--- config.mk ---
export PLATFORM = sky130hd
export DESIGN_NAME = scan_disk_scheduler
export DESIGN_NICKNAME = d
export VERILOG_FILES = /design/src/rtl/sds_pkg.sv /design/src/rtl/scan_disk_scheduler.sv /design/src/rtl/sds_req_store.sv
export VERILOG_INCLUDE_DIRS = /design/src /design/src/rtl
export SDC_FILE = /design/constraint.sdc
export NUM_CORES = 1
export LEC_CHECK = 0
export BUFFER_PORTS_ARGS = -buffer_cell sky130_fd_sc_hd__buf_2
export CAP_MARGIN = 40
export CELL_PAD_IN_SITES_DETAIL_PLACEMENT = 0
export CELL_PAD_IN_SITES_GLOBAL_PLACEMENT = 1
export CORE_MARGIN = 5
export CORE_UTILIZATION = 55
export CTS_CLUSTER_SIZE = 14
export DETAILED_ROUTE_END_ITERATION = 7
export PLACE_DENSITY = 0.95
export SYNTH_ARGS = -nofsm -noshare
export SYNTH_HDL_FRONTEND = slang
export SYNTH_SLANG_ARGS = --single-unit
--- constraint.sdc ---
create_clock -name clk -period 10.63 [get_ports clk]
set_clock_uncertainty 0.05 [all_clocks]
set_input_delay 2.126 -clock clk [delete_from_list [all_inputs] [get_ports clk]]
set_output_delay 2.126 -clock clk [all_outputs]
set_load 0.1 [all_outputs]
--- src/rtl/scan_disk_scheduler_defines.svh ---
// Assertion macros for the SCAN disk scheduler.
// Included by the top level; needs clk and rst_n in the including scope.
`ifndef SCAN_DISK_SCHEDULER_DEFINES_SVH
`define SCAN_DISK_SCHEDULER_DEFINES_SVH

`ifndef SYNTHESIS

// Check that a condition implies a same-cycle consequence
`define SDS_ASSERT_NOW(label, cond, conseq) \
    label: assert property (@(posedge clk) disable iff (!rst_n) (cond) |-> (conseq)) \
        else $error("scheduler check failed");

// Check that a condition implies a consequence in the next cycle
`define SDS_ASSERT_NEXT(label, cond, conseq) \
    label: assert property (@(posedge clk) disable iff (!rst_n) (cond) |=> (conseq)) \
        else $error("scheduler check failed");

`else

`define SDS_ASSERT_NOW(label, cond, conseq)
`define SDS_ASSERT_NEXT(label, cond, conseq)

`endif

`endif

--- src/rtl/sds_pkg.sv ---
// Shared constants, types and the sweep ordering key for the SCAN scheduler.
// No dependencies; used by sds_req_store and scan_disk_scheduler.
package sds_pkg;

    localparam int MAX_REQUESTS = 16;
    localparam int CYL_W        = 16;
    localparam int SEEK_W       = 18;
    localparam int CNT_W        = $clog2(MAX_REQUESTS + 1);
    localparam int ADDR_W       = (MAX_REQUESTS > 1) ? $clog2(MAX_REQUESTS) : 1;
    localparam int SEL_W        = $clog2(MAX_REQUESTS + 1);
    localparam int REM_W        = $clog2(MAX_REQUESTS + 2);
    localparam int KEY_W        = CYL_W + 1;

    localparam logic [CYL_W-1:0]  MAX_CYL_RESET = CYL_W'(200);
    localparam logic [CYL_W-1:0]  CYL_BOTTOM    = '0;
    localparam logic [SEEK_W-1:0] SEEK_MAX      = {SEEK_W{1'b1}};

    localparam logic CMD_LOAD = 1'b0;
    localparam logic CMD_RUN  = 1'b1;
    localparam logic DIR_DOWN = 1'b0;

    typedef struct packed {
        logic load;
        logic clear;
    } store_cmd_t;

    typedef struct packed {
        logic [CNT_W-1:0] count;
        logic             dropped;
    } store_status_t;

    // Ordering key: smaller key is visited earlier in the sweep
    function automatic logic [KEY_W-1:0] sweep_key(
        input logic [CYL_W-1:0] cyl,
        input logic             is_lower,
        input logic             down
    );
        logic [KEY_W-1:0] key;
        if (down)
        begin
            key = is_lower ? {1'b0, ~cyl} : {1'b1, cyl};
        end
        else
        begin
            key = is_lower ? {1'b1, ~cyl} : {1'b0, cyl};
        end
        return key;
    endfunction

endpackage

--- src/rtl/scan_disk_scheduler.sv ---
// SCAN disk scheduler. A run over n stored requests gives n+1 results, each
// found by one compare per element on the shared selection unit and then
// written out by a seek-update step.
// A result shows for one cycle on result_valid; the receiver cannot stall.
// Reset empties the store, clears the drop flag and sets max_cylinder to 200.
// Depends on sds_pkg, sds_req_store and scan_disk_scheduler_defines.svh.
`include "scan_disk_scheduler_defines.svh"

module scan_disk_scheduler (
    input  logic                        clk,
    input  logic                        rst_n,
    input  logic                        start,
    output logic                        busy,
    input  logic                        command,
    input  logic [sds_pkg::CYL_W-1:0]   request_cylinder,
    input  logic [sds_pkg::CYL_W-1:0]   start_head,
    input  logic                        direction,
    input  logic                        cfg_valid,
    output logic                        cfg_ready,
    input  logic [sds_pkg::CYL_W-1:0]   cfg_data,
    output logic                        result_valid,
    output logic [sds_pkg::CYL_W-1:0]   served_cylinder,
    output logic [sds_pkg::SEEK_W-1:0]  seek_total,
    output logic                        last_visit,
    output logic                        overflow
);

    localparam logic [1:0] ST_IDLE = 2'd0;
    localparam logic [1:0] ST_SCAN = 2'd1;
    localparam logic [1:0] ST_EMIT = 2'd2;

    logic [1:0]                     state_reg, state_next;
    logic [sds_pkg::CYL_W-1:0]      max_cyl_reg, max_cyl_next;
    logic [sds_pkg::CNT_W-1:0]      idx_reg, idx_next;
    logic [sds_pkg::REM_W-1:0]      remain_reg, remain_next;
    logic [sds_pkg::MAX_REQUESTS:0] used_reg, used_next;
    logic                           found_reg, found_next;
    logic                           result_valid_reg, result_valid_next;

    logic [sds_pkg::CYL_W-1:0]      head_reg, head_next;
    logic                           down_reg, down_next;
    logic [sds_pkg::KEY_W-1:0]      best_key_reg, best_key_next;
    logic [sds_pkg::CYL_W-1:0]      best_cyl_reg, best_cyl_next;
    logic [sds_pkg::SEL_W-1:0]      best_sel_reg, best_sel_next;
    logic [sds_pkg::CYL_W-1:0]      pos_reg, pos_next;
    logic [sds_pkg::SEEK_W-1:0]     seek_reg, seek_next;
    logic [sds_pkg::CYL_W-1:0]      out_cyl_reg, out_cyl_next;
    logic [sds_pkg::SEEK_W-1:0]     out_seek_reg, out_seek_next;
    logic                           out_last_reg, out_last_next;
    logic                           out_ovf_reg, out_ovf_next;

    sds_pkg::store_cmd_t            store_cmd;
    sds_pkg::store_status_t         store_status;
    logic [sds_pkg::CYL_W-1:0]      rd_cyl;

    logic                           accept;
    logic                           at_end;
    logic [sds_pkg::CYL_W-1:0]      elem_cyl;
    logic                           elem_lower;
    logic [sds_pkg::SEL_W-1:0]      elem_sel;
    logic [sds_pkg::KEY_W-1:0]      elem_key;
    logic                           take;
    logic [sds_pkg::CYL_W-1:0]      step_dist;
    logic [sds_pkg::SEEK_W:0]       seek_sum;
    logic                           is_last;

    // Address the store with the next scan index so read data lines up with idx_reg
    sds_req_store u_store (
        .clk     (clk),
        .rst_n   (rst_n),
        .cmd     (store_cmd),
        .wr_cyl  (request_cylinder),
        .rd_addr (idx_next[sds_pkg::ADDR_W-1:0]),
        .rd_cyl  (rd_cyl),
        .status  (store_status)
    );

    assign busy      = (state_reg != ST_IDLE);
    assign cfg_ready = (state_reg == ST_IDLE);
    assign accept    = start && !busy;

    // Current scan element: stored requests first, then the disk end
    assign at_end     = (idx_reg == store_status.count);
    assign elem_cyl   = at_end ? (down_reg ? sds_pkg::CYL_BOTTOM : max_cyl_reg) : rd_cyl;
    assign elem_lower = at_end ? down_reg : (rd_cyl < head_reg);
    assign elem_sel   = at_end ? sds_pkg::SEL_W'(sds_pkg::MAX_REQUESTS) : idx_reg;
    assign elem_key   = sds_pkg::sweep_key(elem_cyl, elem_lower, down_reg);
    assign take       = !used_reg[elem_sel] && (!found_reg || (elem_key < best_key_reg));

    // Seek distance and saturating accumulation
    assign step_dist = (best_cyl_reg > pos_reg) ? (best_cyl_reg - pos_reg)
                                                : (pos_reg - best_cyl_reg);
    assign seek_sum  = {1'b0, seek_reg} + (sds_pkg::SEEK_W + 1)'(step_dist);
    assign is_last   = (remain_reg == sds_pkg::REM_W'(1));

    // Sequencer: scan all elements for the next in sweep order, then emit it
    always_comb
    begin
        state_next        = state_reg;
        max_cyl_next      = max_cyl_reg;
        idx_next          = idx_reg;
        remain_next       = remain_reg;
        used_next         = used_reg;
        found_next        = found_reg;
        result_valid_next = 1'b0;
        head_next         = head_reg;
        down_next         = down_reg;
        best_key_next     = best_key_reg;
        best_cyl_next     = best_cyl_reg;
        best_sel_next     = best_sel_reg;
        pos_next          = pos_reg;
        seek_next         = seek_reg;
        out_cyl_next      = out_cyl_reg;
        out_seek_next     = out_seek_reg;
        out_last_next     = out_last_reg;
        out_ovf_next      = out_ovf_reg;
        store_cmd.load    = 1'b0;
        store_cmd.clear   = 1'b0;

        if (cfg_valid && cfg_ready)
        begin
            max_cyl_next = cfg_data;
        end

        unique case (state_reg)
            ST_IDLE:
            begin
                if (accept)
                begin
                    if (command == sds_pkg::CMD_RUN)
                    begin
                        head_next   = start_head;
                        pos_next    = start_head;
                        down_next   = (direction == sds_pkg::DIR_DOWN);
                        seek_next   = '0;
                        used_next   = '0;
                        idx_next    = '0;
                        found_next  = 1'b0;
                        remain_next = sds_pkg::REM_W'(store_status.count) + 1'b1;
                        state_next  = ST_SCAN;
                    end
                    else
                    begin
                        store_cmd.load = 1'b1;
                    end
                end
            end
            ST_SCAN:
            begin
                if (take)
                begin
                    best_key_next = elem_key;
                    best_cyl_next = elem_cyl;
                    best_sel_next = elem_sel;
                    found_next    = 1'b1;
                end
                if (at_end)
                begin
                    state_next = ST_EMIT;
                end
                else
                begin
                    idx_next = idx_reg + 1'b1;
                end
            end
            ST_EMIT:
            begin
                used_next[best_sel_reg] = 1'b1;
                seek_next         = seek_sum[sds_pkg::SEEK_W] ? sds_pkg::SEEK_MAX
                                                              : seek_sum[sds_pkg::SEEK_W-1:0];
                pos_next          = best_cyl_reg;
                out_cyl_next      = best_cyl_reg;
                out_seek_next     = seek_next;
                out_last_next     = is_last;
                out_ovf_next      = store_status.dropped;
                result_valid_next = 1'b1;
                remain_next       = remain_reg - 1'b1;
                idx_next          = '0;
                found_next        = 1'b0;
                if (is_last)
                begin
                    store_cmd.clear = 1'b1;
                    state_next      = ST_IDLE;
                end
                else
                begin
                    state_next = ST_SCAN;
                end
            end
            default:
            begin
                state_next = ST_IDLE;
            end
        endcase
    end

    // Control registers
    always_ff @(posedge clk or negedge rst_n)
    begin
        if (!rst_n)
        begin
            state_reg        <= ST_IDLE;
            max_cyl_reg      <= sds_pkg::MAX_CYL_RESET;
            idx_reg          <= '0;
            remain_reg       <= '0;
            used_reg         <= '0;
            found_reg        <= 1'b0;
            result_valid_reg <= 1'b0;
        end
        else
        begin
            state_reg        <= state_next;
            max_cyl_reg      <= max_cyl_next;
            idx_reg          <= idx_next;
            remain_reg       <= remain_next;
            used_reg         <= used_next;
            found_reg        <= found_next;
            result_valid_reg <= result_valid_next;
        end
    end

    // Payload registers
    always_ff @(posedge clk)
    begin
        head_reg     <= head_next;
        down_reg     <= down_next;
        best_key_reg <= best_key_next;
        best_cyl_reg <= best_cyl_next;
        best_sel_reg <= best_sel_next;
        pos_reg      <= pos_next;
        seek_reg     <= seek_next;
        out_cyl_reg  <= out_cyl_next;
        out_seek_reg <= out_seek_next;
        out_last_reg <= out_last_next;
        out_ovf_reg  <= out_ovf_next;
    end

    assign result_valid    = result_valid_reg;
    assign served_cylinder = out_cyl_reg;
    assign seek_total      = out_seek_reg;
    assign last_visit      = out_last_reg;
    assign overflow        = out_ovf_reg;

    // Results come only out of the emit step
    `SDS_ASSERT_NOW(a_result_from_emit, result_valid, $past(state_reg == ST_EMIT))
    // A run command starts a scan
    `SDS_ASSERT_NEXT(a_run_starts_scan, accept && (command == sds_pkg::CMD_RUN), state_reg == ST_SCAN)
    // The final visit leaves the block idle with an empty store
    `SDS_ASSERT_NOW(a_last_empties, result_valid && last_visit, !busy && (store_status == '0))
    // A scan never walks past the fill count
    `SDS_ASSERT_NOW(a_scan_in_range, state_reg == ST_SCAN, idx_reg <= store_status.count)

endmodule

--- src/rtl/sds_req_store.sv ---
// Pending request store: small register file plus fill count and drop flag.
// Depends on sds_pkg for widths and the command/status structs.
module sds_req_store (
    input  logic                        clk,
    input  logic                        rst_n,
    input  sds_pkg::store_cmd_t         cmd,
    input  logic [sds_pkg::CYL_W-1:0]   wr_cyl,
    input  logic [sds_pkg::ADDR_W-1:0]  rd_addr,
    output logic [sds_pkg::CYL_W-1:0]   rd_cyl,
    output sds_pkg::store_status_t      status
);

    logic [sds_pkg::CYL_W-1:0] mem [sds_pkg::MAX_REQUESTS];
    logic [sds_pkg::CNT_W-1:0] count_reg;
    logic [sds_pkg::CNT_W-1:0] count_next;
    logic                      dropped_reg;
    logic                      dropped_next;
    logic                      full;

    assign full = (count_reg == sds_pkg::CNT_W'(sds_pkg::MAX_REQUESTS));

    // Advance fill count, flag drops on a full store, empty after a run
    always_comb
    begin
        count_next   = count_reg;
        dropped_next = dropped_reg;
        if (cmd.clear)
        begin
            count_next   = '0;
            dropped_next = 1'b0;
        end
        else if (cmd.load)
        begin
            if (full)
            begin
                dropped_next = 1'b1;
            end
            else
            begin
                count_next = count_reg + 1'b1;
            end
        end
    end

    always_ff @(posedge clk or negedge rst_n)
    begin
        if (!rst_n)
        begin
            count_reg   <= '0;
            dropped_reg <= 1'b0;
        end
        else
        begin
            count_reg   <= count_next;
            dropped_reg <= dropped_next;
        end
    end

    // Write the next free entry
    always_ff @(posedge clk)
    begin
        if (cmd.load && !cmd.clear && !full)
        begin
            mem[count_reg[sds_pkg::ADDR_W-1:0]] <= wr_cyl;
        end
    end

    // Register the addressed entry; data shows in the cycle after the address
    always_ff @(posedge clk)
    begin
        rd_cyl <= mem[rd_addr];
    end

    assign status.count   = count_reg;
    assign status.dropped = dropped_reg;

endmodule
==> results of run 1 <==
-- synthesized netlist by cell type (10+ instances only) --
library cell	instances
a21oi_1	67
nand4_1	14
xor2_1	34
and3_1	14
clkbuf_1	26
xnor2_1	16
o21ai_0	55
and2_1	28
dfxtp_1	16
nand2_1	84
a31oi_1	12
o21a_1	10
inv_1	93
nor2_1	57
edfxtp_1	381
mux2i_1	253
ha_1	86
nor3_1	16
buf_2	31
a21o_1	24
nand3_1	11
mux2_2	17
dfrtp_1	50
-- area by class of cell --
class                           instances  area, µm²  share of cell area [%]
Sequential cell                       450      13100                    55.5
Tap cell                              511        639                    2.71
Multi-Input combinational cell        908       7220                    30.6
Clock buffer                           67       1280                    5.42
Inverter                               95        359                    1.52
Antenna cell                            1       2.50                  0.0106
Timing Repair Buffer                  124        788                    3.34
Clock inverter                         17        205                   0.870
-- critical path, stage by stage (launching register included) --
cell       delay, ns
edfxtp_1        0.42
ha_1            0.46
nand4_1         0.27
a211oi_1        0.59
o21a_1          0.25
o21a_1          0.46
mux2i_1         0.28
xnor2_1         0.14
ha_1            0.30
a21o_1          0.20
a21o_1          0.20
a2111oi_0       0.64
o21ai_1         0.28
a21oi_1         0.65
nor2_1          0.26
or2_1           0.30
and2_1          0.17
-- through the flow --
step / area (µm²) / setup slack (ns) / hold WS (ns) / instances
floorplan: 20900 / 4.91 / 0.376 / 1518
global placement: 22000 / 4.78 / 0.412 / 2083
detailed placement: 22100 / 4.65 / 0.421 / 2087
CTS: 23600 / 4.58 / 0.437 / 2171
global route: 23600 / 4.07 / 0.458 / 2173
finish: 23600 / 4.45 / 0.436 / 2173
-- worst max path at each step --
stage	from	endpoint	slack, ns	depth (start not counted)
6_report	pos_reg[12]	seek_reg[1]	4.45	16
3_3_place_gp	best_cyl_reg[12]	seek_reg[3]	4.78	17
5_1_grt	best_cyl_reg[12]	seek_reg[1]	4.07	17
4_1_cts	pos_reg[12]	seek_reg[1]	4.58	16
2_1_floorplan	head_reg[6]	best_cyl_reg[0]	4.91	18
3_5_place_dp	pos_reg[12]	seek_reg[3]	4.65	16
-- per-layer routing --
metal / part of all wire (%) / routed length (µm) / track usage, %
met5: 0 / 0 / 0
met4: 3.1 / 1470 / 7.51
met3: 5.6 / 2630 / 3.82
met2: 51 / 23900 / 39.0
met1: 40 / 18700 / 28.1
-- logic make-up (layout without fill, tap and decap cells) --
logic type / Yosys count / in the layout / synth area share (%)
fa+ha+maj: 89 / 89 / 5.43
buf+inv: 160 / 303 / 3.21
xor+xnor: 50 / 50 / 2.09
compound gates: 235 / 235 / 7.09
flops: 450 / 450 / 62.6
simple gates: 259 / 259 / 6.09
other cells: 0 / 1 / 0
mux: 275 / 275 / 13.5
==> flow_summary_export.csv, run 1 <==
group,metric,value,unit
outcome,outcome,"finished, final reports clean",
clocking,htree_levels,2,
die,fp.dieW,205,µm
sta,final_hold_viol_count,0,
sta,finalCritPeriodShare,58.2,%
worst_hold_path,hold_end,"served_cylinder[14]",
cells_and_area,final_common_cell,"edfxtp_1",
sta,slew-limit-headroom,44.7,%
routing,wl_per_cell,21.5,µm
clocking,cts.sinks,450,
clocking,ctsHoldBuffers,0,
synthesis,ys_seq_elements,450,
critical_path,critPathKind,"reg -> reg",
worst_hold_path,min_path_cells,0,
synthesis,syn-cell-area,0.0209,mm²
die,die_h,205,µm
synthesis,synth_top_area_share,54.7,%
synthesis,ys_dominant_reg_cell,"edfxtp_1",
die,dieArea,0.0420,mm²
synthesis,synthArstFlopShare,11.8,%
routing,drtPass1Iterations,5,
cells_and_area,layout_common_cells,"edfxtp_1, mux2i_1, inv_1, buf_2, ha_1",
job,maxCapViolCount,0,
routing,via_per_inst,5.77,
grt,grt_first_pass_wirelength,71.3,mm
clocking,cts_resized,0,
critical_path,worstPathArrival,6.48,ns
critical_path,start_kind,"register",
routing,drc,0,
synthesis,seq_area_frac_synth,62.6,%
placement,portBuffers,92,
grt,grt_max_degree,62,
grt,grtUsageTotal,22.2,%
cells_and_area,final_util,62.8,%
clocking,root_buffer,"clkbuf_16",
placement,dp_hpwl,30.5,mm
sta,final_max_slew_viol_count,0,
worst_hold_path,hp-class,"reg -> reg",
clocking,clock_path_buffers,3,
cells_and_area,area_delta_synth_final,12.8,%
die,rows,71,
synthesis,synth.distinct_cells,80,
synthesis,yosysTopAreaCell,"edfxtp_1",
critical_path,rr_endpoint,"seek_reg[1]",
cells_and_area,drive_gt1_share,14.0,%
clocking,clk_pin_slew,0.06,ns
cells_and_area,fillers,2771,
clocking,insertion_delay,0.61,ns
grt,antenna_found_initial,1,
placement,place_congestion,0.907,
sta,rsz0062_at_grt,"no",
critical_path,rrSetupSlack,4.45,ns
grt,grt_pass1_vias,12579,
critical_path,cp-end-kind,"register",
routing,vias,12540,
critical_path,cp_max_fo,13,
synthesis,synth_cells,1518,
critical_path,r2r_cells,16,
synthesis,synth_fp_nets,1661,
clocking,cts_buffers,45,
cells_and_area,nets,1767,
die,ios,93,
clocking,post_cts_buffers,0,
synthesis,synth_edf_count,381,
clocking,cts_tree,"yes",
synthesis,yosysWarnings,0,
routing,wl,46.6,mm
sta,fmax,162,MHz
routing,drtIter0Drc,868,
sta,finalSetupTns,0,ns
die,start_util,55.7,%
critical_path,reg2reg_from,"pos_reg[12]",
sta,tightest_slew,0.830,ns
grt,overflow,0,
sta,setup_viol,0,
sta,final.min_clock_period,6.18,ns
synthesis,avgSynthCellArea,13.8,µm²
synthesis,yosys-top-cells-area,"edfxtp_1, mux2i_1, dfrtp_1",
critical_path,required,10.92,ns
worst_hold_path,hold_start,"best_cyl_reg[14]",
die,coreArea,0.0376,mm²
cells_and_area,largest_register_ffs,256,
routing,detail-route-antenna-nets,0,
Power of run 1 is not shown: default switching activity piles up to over one toggle a cycle in this logic, so the estimate is an artifact.
==> run 2: changes to the inputs <==
--- a/config.mk
+++ b/config.mk
@@ -6,15 +6,16 @@
 export SDC_FILE = /design/constraint.sdc
 export NUM_CORES = 1
 export LEC_CHECK = 0
+export ABC_AREA = 1
 export BUFFER_PORTS_ARGS = -buffer_cell sky130_fd_sc_hd__buf_2
 export CAP_MARGIN = 40
 export CELL_PAD_IN_SITES_DETAIL_PLACEMENT = 0
 export CELL_PAD_IN_SITES_GLOBAL_PLACEMENT = 1
 export CORE_MARGIN = 5
-export CORE_UTILIZATION = 55
+export CORE_UTILIZATION = 44
 export CTS_CLUSTER_SIZE = 14
 export DETAILED_ROUTE_END_ITERATION = 7
-export PLACE_DENSITY = 0.95
+export PLACE_DENSITY = 0.88
 export SYNTH_ARGS = -nofsm -noshare
 export SYNTH_HDL_FRONTEND = slang
 export SYNTH_SLANG_ARGS = --single-unit
==> constraint.sdc (replaced) <==
create_clock -name clk -period 4.98 [get_ports clk]
set_clock_uncertainty 0.05 [all_clocks]
set_input_delay 0.996 -clock clk [delete_from_list [all_inputs] [get_ports clk]]
set_output_delay 0.996 -clock clk [all_outputs]
set_load 0.1 [all_outputs]
==> run 2 against run 1 <==
Effect of this change: count of clock-buffer cells in the layout down 8; cell count is 37% higher; sequential share of layout area down 2.3 points; fmax increased by 37%; critical endpoint is now seek_reg[2]; area after synthesis grew 5.0%; via count up 24%; critical path depth is 12 higher; register-to-register slack worse by 4.0 ns; highest routed layer unchanged; hold slack worse by 0.033 ns; flip-flop and latch count unchanged; global-route usage down 2.7 points; first-iteration DRC count up 46%.
==> flow_summary_export.csv, run 2 <==
group,metric,value,unit
placement,place_congestion,0.914,
clocking,htree_levels,2,
synthesis,synth_top_family_by_area,"simple AND/OR/NAND/NOR gates",
clocking,ctsHoldBuffers,0,
die,rows,81,
synthesis,syn-cell-area,0.0220,mm²
critical_path,start_kind,"register",
grt,overflow,0,
routing,via_per_inst,5.23,
grt,grtUsageTotal,19.6,%
sta,finalSetupTns,0,ns
sta,fmax,221,MHz
synthesis,seq_area_frac_synth,59.6,%
routing,drc,0,
grt,grt_max_degree,66,
critical_path,critPathKind,"reg -> reg",
sta,final_hold_viol_count,0,
routing,drtPass1Iterations,5,
synthesis,synth_compound_area_share,6.12,%
synthesis,yosys-top-cells-area,"edfxtp_1, nand2_1, dfrtp_1",
critical_path,crit_slowest_cell,"fa_1",
critical_path,cp_max_fo,25,
die,dieArea,0.0545,mm²
synthesis,ys_seq_elements,450,
clocking,clock_path_buffers,3,
routing,wl_per_cell,18.1,µm
placement,portBuffers,92,
die,die_h,233,µm
placement,dp_hpwl,36.0,mm
synthesis,synth_edf_count,381,
critical_path,cp-startpoint,"best_cyl_reg[0]",
critical_path,reg2reg_from,"best_cyl_reg[0]",
synthesis,yosysMostFrequentCell,"nand2_1",
grt,grt_pass1_vias,15431,
grt,antenna_found_initial,0,
routing,drtIter0Drc,1269,
synthesis,synth_cells,2180,
sta,tightest_slew,0.799,ns
clocking,cts.sinks,450,
grt,grt_first_pass_wirelength,84.4,mm
synthesis,synthArstFlopShare,11.8,%
synthesis,yosysWarnings,0,
synthesis,avgSynthCellArea,10.1,µm²
die,start_util,44.7,%
synthesis,synthSimpleGateAreaFrac,18.8,%
synthesis,yosys.area_share.adder,5.17,%
clocking,cts_tree,"yes",
clocking,root_buffer,"clkbuf_16",
sta,rsz0062_at_grt,"no",
critical_path,worstPathArrival,4.83,ns
critical_path,required,5.28,ns
routing,wl,53.7,mm
synthesis,synth.distinct_cells,46,
sta,setup_viol,0,
synthesis,synth_fp_nets,2323,
critical_path,slowest_delay,0.45,ns
cells_and_area,area_delta_synth_final,12.0,%
routing,detail-route-antenna-nets,0,
cells_and_area,antennaDiodeCount,0,
sta,final.min_clock_period,4.53,ns
cells_and_area,layout_common_cells,"nand2_1, edfxtp_1, nand3_1",
die,ios,93,
synthesis,synth_top_area_share,52.1,%
sta,slew-limit-headroom,46.7,%
sta,final_max_slew_viol_count,0,
clocking,post_cts_buffers,0,
cells_and_area,drive_gt1_share,12.0,%
clocking,clk_pin_slew,0.06,ns
sta,finalCritPeriodShare,90.9,%
synthesis,ys_dominant_reg_cell,"edfxtp_1",
worst_hold_path,hold_start,"u_store.dropped_reg",
die,fp.dieW,233,µm
synthesis,synth_xor_area_share,2.35,%
synthesis,yosysTopAreaCell,"edfxtp_1",
synthesis,synthMuxAreaShare,2.46,%
cells_and_area,largest_register_ffs,256,
outcome,outcome,"finished, final reports clean",
worst_hold_path,hp-class,"reg -> reg",
critical_path,crit_path_frequent_cell,"nand2_1",
clocking,cts_buffers,47,
cells_and_area,nets,2412,
critical_path,cp-end-kind,"register",
clocking,insertion_delay,0.60,ns
job,maxCapViolCount,0,
synthesis,netlist_top_cells_count,"nand2_1, edfxtp_1, nand3_1",
die,coreArea,0.0492,mm²
cells_and_area,final_common_cell,"nand2_1",
routing,vias,15534,
run 2: changes by cell type in the layout (fill, tap and decap cells not counted), moves of 13 or more:
cell and delta:
and2_1 -28, a21oi_1 +64, nor2_1 +42, o21ai_0 +14, xor2_1 +13, nand3_1 +197
mux2_2 +22, inv_1 +88, a21o_1 -19, mux2i_1 -253, and3_1 -14, nand2_1 +563
run 2: worst max-delay path, delay by kind of cell (launching register included):
family	cells	cell delay, ns
adder cells (fa/ha/maj)	3	1.03
flip-flops	1	0.42
AO/OA/AOI/OAI	4	0.63
AND/OR/NAND/NOR	15	1.47
buffers and inverters	6	0.69
run 2: final timing paths:
check,slack [ns],endpoint,depth (start not counted)
max in group asynchronous,3.88,used_reg[12],2
setup / recovery,0.45,seek_reg[2],28
min in group asynchronous,0.47,max_cyl_reg[12],2
hold / removal,0.40,overflow,0
setup reg to reg,0.45,seek_reg[2],28
hold reg to reg,0.40,overflow,0
run 2: logic make-up (layout without fill, tap and decap cells):
group,count (synthesis),after routing
AND/OR/NAND/NOR,1001,1001
flip-flops,450,450
buffers and inverters,281,406
AO/OA/AOI/OAI,252,252
adder cells (fa/ha/maj),89,89
XOR/XNOR,59,59
multiplexers,48,48
run 2: final cells by class:
cell class | count | area (µm²)
repair buffers | 131 | 778
fillers | 4385 | 24500
well taps | 664 | 831
clock inverters | 26 | 221
inverters | 190 | 713
flip-flops and latches | 450 | 13100
multi-input cells | 1449 | 7720
clock buffers | 59 | 1250
run 2: timing repair:
item | in CTS | in global routing
gates resized for setup | 0 | 1
endpoints found under the setup margin | 0 | 1
endpoints found under the hold margin | 0 | 0
run 2: per-stage QoR:
step,hold slack [ns],utilization [%],instance area (µm²),setup WS [ns],instances
5_1_grt,0.410,50.1,24600,0.0600,2969
3_5_place_dp,0.393,47.1,23100,0.393,2884
3_3_place_gp,0.384,47.0,23100,0.479,2883
6_report,0.403,50.1,24600,0.455,2969
4_1_cts,0.406,50.1,24600,0.382,2969
2_1_floorplan,0.376,-,22000,0.158,2180
run 2: metal layers:
metal | vias to the layer above | part of all wire, % | global-route usage, %
li1 | 7541 | - | -
met1 | 7448 | 44 | 26.7
met2 | 455 | 49 | 33.0
met3 | 90 | 5.6 | 2.73
met5 | - | 0 | 0
met4 | 0 | 2.2 | 5.36
Power of run 2 is left out for the same reason.
